<file path="config.mk">
export PLATFORM = sky130hd
export DESIGN_NAME = arib_to_sjis_text_decoder
export DESIGN_NICKNAME = d
export VERILOG_FILES = /design/src/rtl/a2s_pkg.sv /design/src/rtl/arib_to_sjis_text_decoder.sv
export SDC_FILE = /design/constraint.sdc
export NUM_CORES = 1
export LEC_CHECK = 0
export ABC_CLOCK_PERIOD_IN_PS = 4980
export BUFFER_PORTS_ARGS = -buffer_cell sky130_fd_sc_hd__clkbuf_2
export CORE_ASPECT_RATIO = 0.9
export CORE_MARGIN = 2
export CORE_UTILIZATION = 63
export DETAILED_ROUTE_END_ITERATION = 16
export PLACE_DENSITY = 0.8
export SYNTH_ARGS = -nofsm -noshare
export SYNTH_HDL_FRONTEND = slang
export SYNTH_SLANG_ARGS = --single-unit
</file>
<file path="constraint.sdc">
create_clock -name clk -period 4.98 [get_ports clk]
set_clock_uncertainty 0.2 [all_clocks]
set_input_delay 0.249 -clock clk [delete_from_list [all_inputs] [get_ports clk]]
set_output_delay 0.249 -clock clk [all_outputs]
set_load 0.05 [all_outputs]
</file>
<file path="src/rtl/a2s_pkg.sv">
package a2s_pkg;

    typedef struct packed {
        logic [7:0] in_byte;
        logic       end_of_string;
    } arib_item_t;

    typedef struct packed {
        logic [7:0] first_out;
        logic [7:0] second_out;
        logic [1:0] byte_count;
    } sjis_char_t;

    localparam logic [7:0] SET_KANJI     = 8'h42;
    localparam logic [7:0] SET_ASCII     = 8'h4A;
    localparam logic [7:0] SET_HIRAGANA  = 8'h30;
    localparam logic [7:0] SET_KATAKANA  = 8'h31;
    localparam logic [7:0] SET_PROP_ALNUM = 8'h36;
    localparam logic [7:0] SET_PROP_HIRA = 8'h37;
    localparam logic [7:0] SET_PROP_KATA = 8'h38;
    localparam logic [7:0] SET_JISX_KATA = 8'h49;
    localparam logic [7:0] SET_JIS_KANJI1 = 8'h39;
    localparam logic [7:0] SET_JIS_KANJI2 = 8'h3A;
    localparam logic [7:0] SET_ADD_SYMBOL = 8'h3B;

    localparam logic [7:0] CODE_LS0      = 8'h0F;
    localparam logic [7:0] CODE_LS1      = 8'h0E;
    localparam logic [7:0] CODE_SS2      = 8'h19;
    localparam logic [7:0] CODE_SS3      = 8'h1D;
    localparam logic [7:0] CODE_ESC      = 8'h1B;
    localparam logic [7:0] CODE_SPACE    = 8'h20;
    localparam logic [7:0] CODE_DEL      = 8'h7F;

    localparam logic [7:0] ESC_LS2       = 8'h6E;
    localparam logic [7:0] ESC_LS3       = 8'h6F;
    localparam logic [7:0] ESC_LS1R      = 8'h7E;
    localparam logic [7:0] ESC_LS2R      = 8'h7D;
    localparam logic [7:0] ESC_LS3R      = 8'h7C;
    localparam logic [7:0] ESC_DESIG_G0  = 8'h28;
    localparam logic [7:0] ESC_DESIG_G1  = 8'h29;
    localparam logic [7:0] ESC_DESIG_G2  = 8'h2A;
    localparam logic [7:0] ESC_DESIG_G3  = 8'h2B;
    localparam logic [7:0] ESC_MULTIBYTE = 8'h24;
    localparam logic [7:0] ESC_DRCS      = 8'h20;

    localparam logic [7:0] SJIS_SYM_LEAD = 8'h81;
    localparam logic [7:0] SJIS_QUESTION = 8'h48;

    function automatic logic set_valid(input logic [7:0] s);
        return s == SET_KANJI || s == SET_ASCII || s == SET_HIRAGANA ||
               s == SET_KATAKANA || s == SET_PROP_ALNUM || s == SET_PROP_HIRA ||
               s == SET_PROP_KATA || s == SET_JISX_KATA || s == SET_JIS_KANJI1 ||
               s == SET_JIS_KANJI2 || s == SET_ADD_SYMBOL;
    endfunction

    function automatic logic [7:0] sym_trail(input logic [2:0] idx, input logic kata);
        logic [7:0] t;
        case (idx)
            3'd0:    t = kata ? 8'h52 : 8'h54;
            3'd1:    t = kata ? 8'h53 : 8'h55;
            3'd2:    t = 8'h5B;
            3'd3:    t = 8'h42;
            3'd4:    t = 8'h75;
            3'd5:    t = 8'h76;
            3'd6:    t = 8'h41;
            default: t = 8'h45;
        endcase
        return t;
    endfunction

    function automatic sjis_char_t kana(input logic [6:0] c, input logic kata);
        sjis_char_t r;
        logic [6:0] idx;
        idx = c - 7'h77;
        r.byte_count = 2'd2;
        if (c >= 7'h77) begin
            r.first_out  = 8'h81;
            r.second_out = sym_trail(idx[2:0], kata);
        end else if (!kata) begin
            if (c <= 7'h73) begin
                r.first_out  = 8'h82;
                r.second_out = {1'b0, c} + 8'h7E;
            end else begin
                r.first_out  = 8'h81;
                r.second_out = 8'h40;
            end
        end else begin
            r.first_out = 8'h83;
            if (c <= 7'h5F) begin
                r.second_out = {1'b0, c} + 8'h1F;
            end else begin
                r.second_out = {1'b0, c} + 8'h20;
            end
        end
        return r;
    endfunction

    function automatic sjis_char_t kanji(input logic [6:0] lead, input logic [7:0] trail);
        sjis_char_t r;
        logic [6:0] row;
        row = lead - 7'h21;
        r.byte_count = 2'd2;
        r.first_out  = {2'b00, row[6:1]} + ((lead <= 7'h5E) ? 8'h81 : 8'hC1);
        if (lead[0]) begin
            r.second_out = trail + ((trail <= 8'h5F) ? 8'h1F : 8'h20);
        end else begin
            r.second_out = trail + 8'h7E;
        end
        return r;
    endfunction

endpackage

</file>
<file path="src/rtl/arib_to_sjis_text_decoder.sv">
// Converts an ARIB coded text string to Shift-JIS, one character per result.
// Requests arrive on the byte channel (byte_valid, byte_stall, byte_data), one
// ARIB byte each, with end_of_string set on the last byte of a string.
// Results leave on the char channel (char_valid, char_stall, char_data); each
// carries one or two Shift-JIS bytes and the byte count. Control bytes,
// escape sequences, spaces, kanji lead bytes and dropped bytes give no result.
// A request is taken into an input register, decoded by one pass of
// combinational logic once the output register is empty or being read, and
// its result is written to the output register, which drives char_valid.
// Unless char_stall holds a result, one request can be accepted in every cycle;
// the single decode pass through designation and invocation registers sets it.
// While the receiver holds char_stall, the result waits in the output
// register, one more request may wait in the input register, and byte_stall
// rises after that. A request whose end_of_string is set returns all
// designations, invocations and pending state to their reset values.
// Reset empties both registers and selects kanji in GL and hiragana in GR.
module arib_to_sjis_text_decoder (
    input  logic                  clk,
    input  logic                  rst_n,
    input  logic                  byte_valid,
    output logic                  byte_stall,
    input  a2s_pkg::arib_item_t   byte_data,
    output logic                  char_valid,
    input  logic                  char_stall,
    output a2s_pkg::sjis_char_t   char_data
);
    import a2s_pkg::*;

    typedef enum logic [2:0] {
        ESC_IDLE,
        ESC_AFTER,
        ESC_FINAL,
        ESC_MULTI,
        ESC_SKIP
    } esc_stage_t;

    typedef enum logic [1:0] {
        PEND_NONE,
        PEND_KANJI,
        PEND_SYMBOL
    } pend_kind_t;

    logic        in_valid_reg, in_valid_next;
    arib_item_t  in_data_reg, in_data_next;
    logic        out_valid_reg, out_valid_next;
    sjis_char_t  out_data_reg, out_data_next;

    logic [7:0]  desig_reg [4];
    logic [7:0]  desig_next [4];
    logic [7:0]  left_set_reg, left_set_next;
    logic [7:0]  right_set_reg, right_set_next;
    logic [7:0]  saved_left_reg, saved_left_next;
    logic        single_shift_reg, single_shift_next;
    esc_stage_t  esc_stage_reg, esc_stage_next;
    logic [1:0]  esc_target_reg, esc_target_next;
    pend_kind_t  pend_reg, pend_next;
    logic [6:0]  lead_reg, lead_next;

    logic        accept;
    logic        fire;
    logic        produce;
    sjis_char_t  result;
    logic        do_plain;
    logic [7:0]  b;
    logic        gr;
    logic [7:0]  gset;
    logic [6:0]  c;
    logic [1:0]  tgt;

    assign fire       = in_valid_reg && (!out_valid_reg || !char_stall);
    assign byte_stall = in_valid_reg && !fire;
    assign accept     = byte_valid && !byte_stall;
    assign char_valid = out_valid_reg;
    assign char_data  = out_data_reg;

    assign b    = in_data_reg.in_byte;
    assign gr   = b[7];
    assign c    = b[6:0];
    assign gset = gr ? right_set_reg : left_set_reg;
    assign tgt  = 2'(b - ESC_DESIG_G0);

    always_comb
    begin
        desig_next        = desig_reg;
        left_set_next     = left_set_reg;
        right_set_next    = right_set_reg;
        saved_left_next   = saved_left_reg;
        single_shift_next = single_shift_reg;
        esc_stage_next    = esc_stage_reg;
        esc_target_next   = esc_target_reg;
        pend_next         = pend_reg;
        lead_next         = lead_reg;
        produce           = 1'b0;
        result            = '{first_out: 8'h00, second_out: 8'h00, byte_count: 2'd1};
        do_plain          = 1'b0;

        if (pend_reg == PEND_KANJI)
        begin
            pend_next = PEND_NONE;
            produce   = 1'b1;
            result    = kanji(lead_reg, b);
        end
        else if (pend_reg != PEND_NONE)
        begin
            pend_next = PEND_NONE;
        end
        else
        begin
            esc_stage_next = ESC_IDLE;
            case (esc_stage_reg)
                ESC_IDLE: do_plain = 1'b1;
                ESC_AFTER:
                begin
                    case (b)
                        ESC_LS2:  left_set_next  = desig_reg[2];
                        ESC_LS3:  left_set_next  = desig_reg[3];
                        ESC_LS1R: right_set_next = desig_reg[1];
                        ESC_LS2R: right_set_next = desig_reg[2];
                        ESC_LS3R: right_set_next = desig_reg[3];
                        ESC_DESIG_G0, ESC_DESIG_G1, ESC_DESIG_G2, ESC_DESIG_G3:
                        begin
                            esc_target_next = tgt;
                            esc_stage_next  = ESC_FINAL;
                        end
                        ESC_MULTIBYTE: esc_stage_next = ESC_MULTI;
                        default: do_plain = 1'b1;
                    endcase
                end
                ESC_FINAL:
                begin
                    if (b == ESC_DRCS)
                    begin
                        esc_stage_next = ESC_SKIP;
                    end
                    else if (set_valid(b))
                    begin
                        desig_next[esc_target_reg] = b;
                    end
                end
                ESC_MULTI:
                begin
                    if (b == ESC_DESIG_G1 || b == ESC_DESIG_G2 || b == ESC_DESIG_G3)
                    begin
                        esc_target_next = tgt;
                        esc_stage_next  = ESC_FINAL;
                    end
                    else if (set_valid(b))
                    begin
                        desig_next[0] = b;
                    end
                end
                default: esc_stage_next = ESC_IDLE;
            endcase
        end

        if (do_plain)
        begin
            case (b)
                CODE_LS0: left_set_next = desig_reg[0];
                CODE_LS1: left_set_next = desig_reg[1];
                CODE_SS2, CODE_SS3:
                begin
                    saved_left_next   = left_set_reg;
                    left_set_next     = (b == CODE_SS2) ? desig_reg[2] : desig_reg[3];
                    single_shift_next = 1'b1;
                end
                CODE_ESC: esc_stage_next = ESC_AFTER;
                default:
                begin
                    if (!(b <= CODE_SPACE || b == CODE_DEL || (b >= 8'h80 && b <= 8'hA0) ||
                          b == 8'hFF))
                    begin
                        case (gset)
                            SET_KANJI, SET_JIS_KANJI1, SET_JIS_KANJI2:
                            begin
                                if (!gr)
                                begin
                                    pend_next = PEND_KANJI;
                                    lead_next = c;
                                end
                            end
                            SET_ASCII, SET_PROP_ALNUM:
                            begin
                                produce = 1'b1;
                                result  = '{first_out: {1'b0, c}, second_out: 8'h00,
                                            byte_count: 2'd1};
                            end
                            SET_HIRAGANA, SET_PROP_HIRA:
                            begin
                                produce = 1'b1;
                                result  = kana(c, 1'b0);
                            end
                            SET_KATAKANA, SET_PROP_KATA, SET_JISX_KATA:
                            begin
                                produce = 1'b1;
                                result  = kana(c, 1'b1);
                            end
                            SET_ADD_SYMBOL:
                            begin
                                pend_next = PEND_SYMBOL;
                                produce   = 1'b1;
                                result    = '{first_out: SJIS_SYM_LEAD,
                                              second_out: SJIS_QUESTION, byte_count: 2'd2};
                            end
                            default: produce = 1'b0;
                        endcase
                        if (single_shift_reg)
                        begin
                            left_set_next     = saved_left_reg;
                            single_shift_next = 1'b0;
                        end
                    end
                end
            endcase
        end

        if (in_data_reg.end_of_string)
        begin
            desig_next[0]     = SET_KANJI;
            desig_next[1]     = SET_ASCII;
            desig_next[2]     = SET_HIRAGANA;
            desig_next[3]     = SET_KATAKANA;
            left_set_next     = SET_KANJI;
            right_set_next    = SET_HIRAGANA;
            saved_left_next   = 8'h00;
            single_shift_next = 1'b0;
            esc_stage_next    = ESC_IDLE;
            esc_target_next   = 2'd0;
            pend_next         = PEND_NONE;
            lead_next         = 7'h00;
        end
    end

    always_comb
    begin
        in_valid_next  = accept ? 1'b1 : (fire ? 1'b0 : in_valid_reg);
        in_data_next   = accept ? byte_data : in_data_reg;
        out_valid_next = (fire && produce) ? 1'b1 : (char_stall ? out_valid_reg : 1'b0);
        out_data_next  = (fire && produce) ? result : out_data_reg;
    end

    always_ff @(posedge clk or negedge rst_n)
    begin
        if (!rst_n)
        begin
            in_valid_reg     <= 1'b0;
            out_valid_reg    <= 1'b0;
            desig_reg[0]     <= SET_KANJI;
            desig_reg[1]     <= SET_ASCII;
            desig_reg[2]     <= SET_HIRAGANA;
            desig_reg[3]     <= SET_KATAKANA;
            left_set_reg     <= SET_KANJI;
            right_set_reg    <= SET_HIRAGANA;
            saved_left_reg   <= 8'h00;
            single_shift_reg <= 1'b0;
            esc_stage_reg    <= ESC_IDLE;
            esc_target_reg   <= 2'd0;
            pend_reg         <= PEND_NONE;
            lead_reg         <= 7'h00;
        end
        else
        begin
            in_valid_reg  <= in_valid_next;
            out_valid_reg <= out_valid_next;
            if (fire)
            begin
                desig_reg        <= desig_next;
                left_set_reg     <= left_set_next;
                right_set_reg    <= right_set_next;
                saved_left_reg   <= saved_left_next;
                single_shift_reg <= single_shift_next;
                esc_stage_reg    <= esc_stage_next;
                esc_target_reg   <= esc_target_next;
                pend_reg         <= pend_next;
                lead_reg         <= lead_next;
            end
        end
    end

    always_ff @(posedge clk)
    begin
        in_data_reg  <= in_data_next;
        out_data_reg <= out_data_next;
    end

    // A result always holds one or two bytes, and a single byte has no second byte.
    a_count_range: assert property (@(posedge clk) disable iff (!rst_n)
        char_valid |-> (char_data.byte_count == 2'd1 || char_data.byte_count == 2'd2))
        else $error("result byte count out of range");

    a_single_clean: assert property (@(posedge clk) disable iff (!rst_n)
        (char_valid && char_data.byte_count == 2'd1) |-> char_data.second_out == 8'h00)
        else $error("single-byte result carries a second byte");

    // The input side only stalls while a request is held and cannot move on.
    a_stall_cause: assert property (@(posedge clk) disable iff (!rst_n)
        byte_stall |-> (in_valid_reg && out_valid_reg && char_stall))
        else $error("input stalled without a blocked request");

    // The end of a string leaves no escape, shift or trail byte pending.
    a_eos_clears: assert property (@(posedge clk) disable iff (!rst_n)
        (fire && in_data_reg.end_of_string) |=>
            (esc_stage_reg == ESC_IDLE && pend_reg == PEND_NONE && !single_shift_reg &&
             left_set_reg == SET_KANJI && right_set_reg == SET_HIRAGANA))
        else $error("state not cleared after end of string");

    // A kanji trail byte always completes a two-byte result.
    a_kanji_result: assert property (@(posedge clk) disable iff (!rst_n)
        (fire && pend_reg == PEND_KANJI) |=>
            (char_valid && char_data.byte_count == 2'd2 && pend_reg == PEND_NONE))
        else $error("kanji trail byte did not produce a character");

endmodule
</file>
==> run_results.csv <==
group,metric,value,unit
sta,relSlewSlack,28.7,%
yosys,synth_flop_cell,"dfrtp_1",
yosys,yosys-top-cells-area,"dfrtp_1, edfxtp_1, dfstp_2",
sta,grt_setup_unrepaired,"no",
cts,cts_tree,"yes",
final_layout,largest_reg_flops,32,
placed_design,dpl.cell_count,895,
final_layout,fin_nets,824,
critical_path,cp_num_buf_inv,1,
yosys,yosysSeqAreaShare,38.0,%
cts,path_clk_slew,0.07,ns
placed_design,io_buffer_count,32,
sta,setup_viol,0,
yosys,yosys.area.top_type,"dfrtp_1",
final_layout,fillers,823,
critical_path,required,4.76,ns
yosys,syn_inst,768,
cts,clk_latency,0.36,ns
floorplan,start_util,64.6,%
cts,cts_buffer_depth,2,
detailed_routing,viasPerCell,6.94,
pwr,seq_power_share,45.4,%
detailed_routing,drtIter0Drc,860,
pwr,vdd_ir_drop_max,0.000304,V
sta,max_freq,0.254,GHz
sta,tns,0,ns
final_layout,drive_above_1_share,13.5,%
critical_path,path_cells,"inv_1 -> ha_1 -> or3_1 -> o221ai_4 -> nand3b_4 -> a21o_1 -> a21oi_2",
yosys,syn_nets,807,
critical_path,cpPeakStageDelay,0.74,ns
final_layout,diodes,0,
sta,min_period,3.93,ns
critical_path,critPathLaunchType,"flip-flop",
grt,antenna_found_initial,0,
yosys,yosys_warnings,0,
sta,hold_viol_final,0,
grt,grt_pass1_wl,31600,microns
yosys,yosys.cell_count.top_type,"nor2_1",
yosys,synthTopCellsByCount,"nor2_1, nand2_1, dfrtp_1",
detailed_routing,wl_per_cell,21.3,microns
final_layout,final_cells,923,
sta,period_share,78.9,%
yosys,async_reset_ff_share,73.0,%
critical_path,path_delay_family,"compound AO/OA/AOI/OAI gates",
grt,grt_pass1_vias,5910,
pwr,p_per_area,321,nW/um^2
yosys,synth.distinct_cells,84,
cts,postCtsSetupRepairBufs,0,
yosys,synth_top_area_share,21.2,%
cts,clkSinkCount,100,
pwr,combPwrFrac,27.7,%
detailed_routing,drt-total-wl,19700,microns
pwr,p_clk_share,26.9,%
yosys,syn-cell-area,6980,sq um
floorplan,core,10800,sq um
pwr,intPower,1.57,mW
floorplan,ios,33,
yosys,syn_area_per_cell,9.09,sq um
floorplan,die_h,104,microns
yosys,synth_edf_count,27,
sta,tightest_slew,1.06,ns
critical_path,criticalPathCategory,"reg -> reg",
run,maxCapViolations,0,
cts,root_buffer,"clkbuf_16",
worst_hold_path,hold_path.class,"reg -> reg",
critical_path,path_max_fanout,19,
final_layout,syn2layout_area_growth,8.21,%
grt,grt_usage,33.8,%
pwr,switchingPower,0.852,mW
floorplan,die-area,11900,sq um
detailed_routing,firstDrtPassIters,5,
pwr,p_leak,3.02,nW
grt,grt_max_degree,74,
pwr,swShare,35.1,%
detailed_routing,drtAntennaViolNets,0,
critical_path,cp_slowest_cell,"a21oi_2",
floorplan,fp-row-count,36,
detailed_routing,route.detailed.drc,0,
detailed_routing,vias,6406,
cts,cts_buffers,9,
critical_path,worst_ep_arrival_time,3.71,ns
placed_design,routabilityCongestion,1.00,
placed_design,dp_hpwl,14100,microns
critical_path,crit_path_end_kind,"flip-flop",
run_status,outcome,"finished, final reports clean",
grt,global_route.overflow_total,0,
sta,drv_slew,0,
cts,cts_max_level,3,
yosys,ys_ff_latch,100,
floorplan,dieWidth,115,microns
[power by group through the flow]
stage               sequential (mW)  clock (mW)  combinational (mW)
finish                         1.10       0.652               0.672
floorplan                      1.08           0               0.491
global placement               1.10           0               0.623
detailed placement             1.11           0               0.647
global route                   1.11       0.689               0.733
CTS                            1.09       0.661               0.660
[path summary, 6_finish.rpt]
kind,from,to,slack [ns],depth (start not counted)
max,b[1]$_DFFE_PP_,char_data[0]$_DFFE_PP_,1.05,7
min,desig_reg[31]$_DFFE_PN0P_,desig_reg[31]$_DFFE_PN0P_,0.32,1
max reg2reg,b[1]$_DFFE_PP_,char_data[0]$_DFFE_PP_,1.05,7
min reg2reg,desig_reg[31]$_DFFE_PN0P_,desig_reg[31]$_DFFE_PN0P_,0.32,1
max in group asynchronous,rst_n,esc_stage_reg[0]$_DFFE_PN0P_,3.53,3
min in group asynchronous,rst_n,lead_reg[1]$_DFFE_PN0P_,0.45,3
[cells by family after synthesis]
group	share of synthesized area [%]
simple gates	20.7
compound gates	25.6
flops	38.0
buf+inv	5.18
fa+ha+maj	4.77
xor+xnor	2.76
mux	2.98
[layout make-up]
class / instances / area [sq um] / share of cell area, %
Multi-Input combinational cell: 587 / 3970 / 52.6
Sequential cell: 100 / 2660 / 35.1
Timing Repair Buffer: 57 / 378 / 5.00
Clock buffer: 12 / 246 / 3.26
Tap cell: 133 / 166 / 2.20
Inverter: 30 / 113 / 1.49
Clock inverter: 4 / 25.0 / 0.331
[timing repair]
| action | in CTS | in global routing |
|---|---|---|
| hold endpoints to repair | 70 | 0 |
| gates resized for setup | 0 | 0 |
| hold buffers | 12 | 0 |
[routing by layer]
metal	up-vias	global-route usage, %	share of wire (%)
met3	25	9.21	11
li1	2926	-	-
met4	0	7.66	0.98
met5	-	0	0
met1	3066	51.1	44
met2	389	48.4	43
[per-stage QoR]
step | utilization [%] | total power, mW | setup WS [ns] | hold WS [ns] | cell area, sq um
2_1_floorplan | - | 1.57 | 1.23 | -0.247 | 6980
3_3_place_gp | 66.3 | 1.72 | 1.27 | 0.227 | 7160
4_1_cts | 69.9 | 2.41 | 1.09 | 0.313 | 7550
6_report | 69.9 | 2.43 | 1.05 | 0.317 | 7550
3_5_place_dp | 66.3 | 1.75 | 1.09 | 0.228 | 7160
5_1_grt | 69.9 | 2.54 | 0.822 | 0.344 | 7550
[layout by cell type (no fill, tap or decap), drive strengths merged, types with 10 or more instances in the layout]
| cell type | Yosys | layout |
|---|---|---|
| nand2 | 68 | 68 |
| a221o | 17 | 17 |
| nor4 | 11 | 11 |
| buf | 22 | 14 |
| clkbuf | 29 | 43 |
| a221oi | 10 | 10 |
| o21ai | 55 | 55 |
| nor2 | 73 | 73 |
| dlygate4sd3 | 0 | 12 |
| mux2i | 14 | 14 |
| a21oi | 35 | 35 |
| o311ai | 10 | 10 |
| edfxtp | 27 | 27 |
| a22oi | 18 | 18 |
| ha | 25 | 25 |
| nand3 | 25 | 25 |
| nor3 | 34 | 34 |
| a211oi | 15 | 15 |
| xnor2 | 14 | 14 |
| and2 | 10 | 10 |
| o22ai | 10 | 10 |
| nor3b | 15 | 15 |
| dfrtp | 59 | 59 |
| a22o | 17 | 17 |
| dfstp | 14 | 14 |
| inv | 29 | 30 |
No activity file was read; power rests on OpenSTA's default activity.
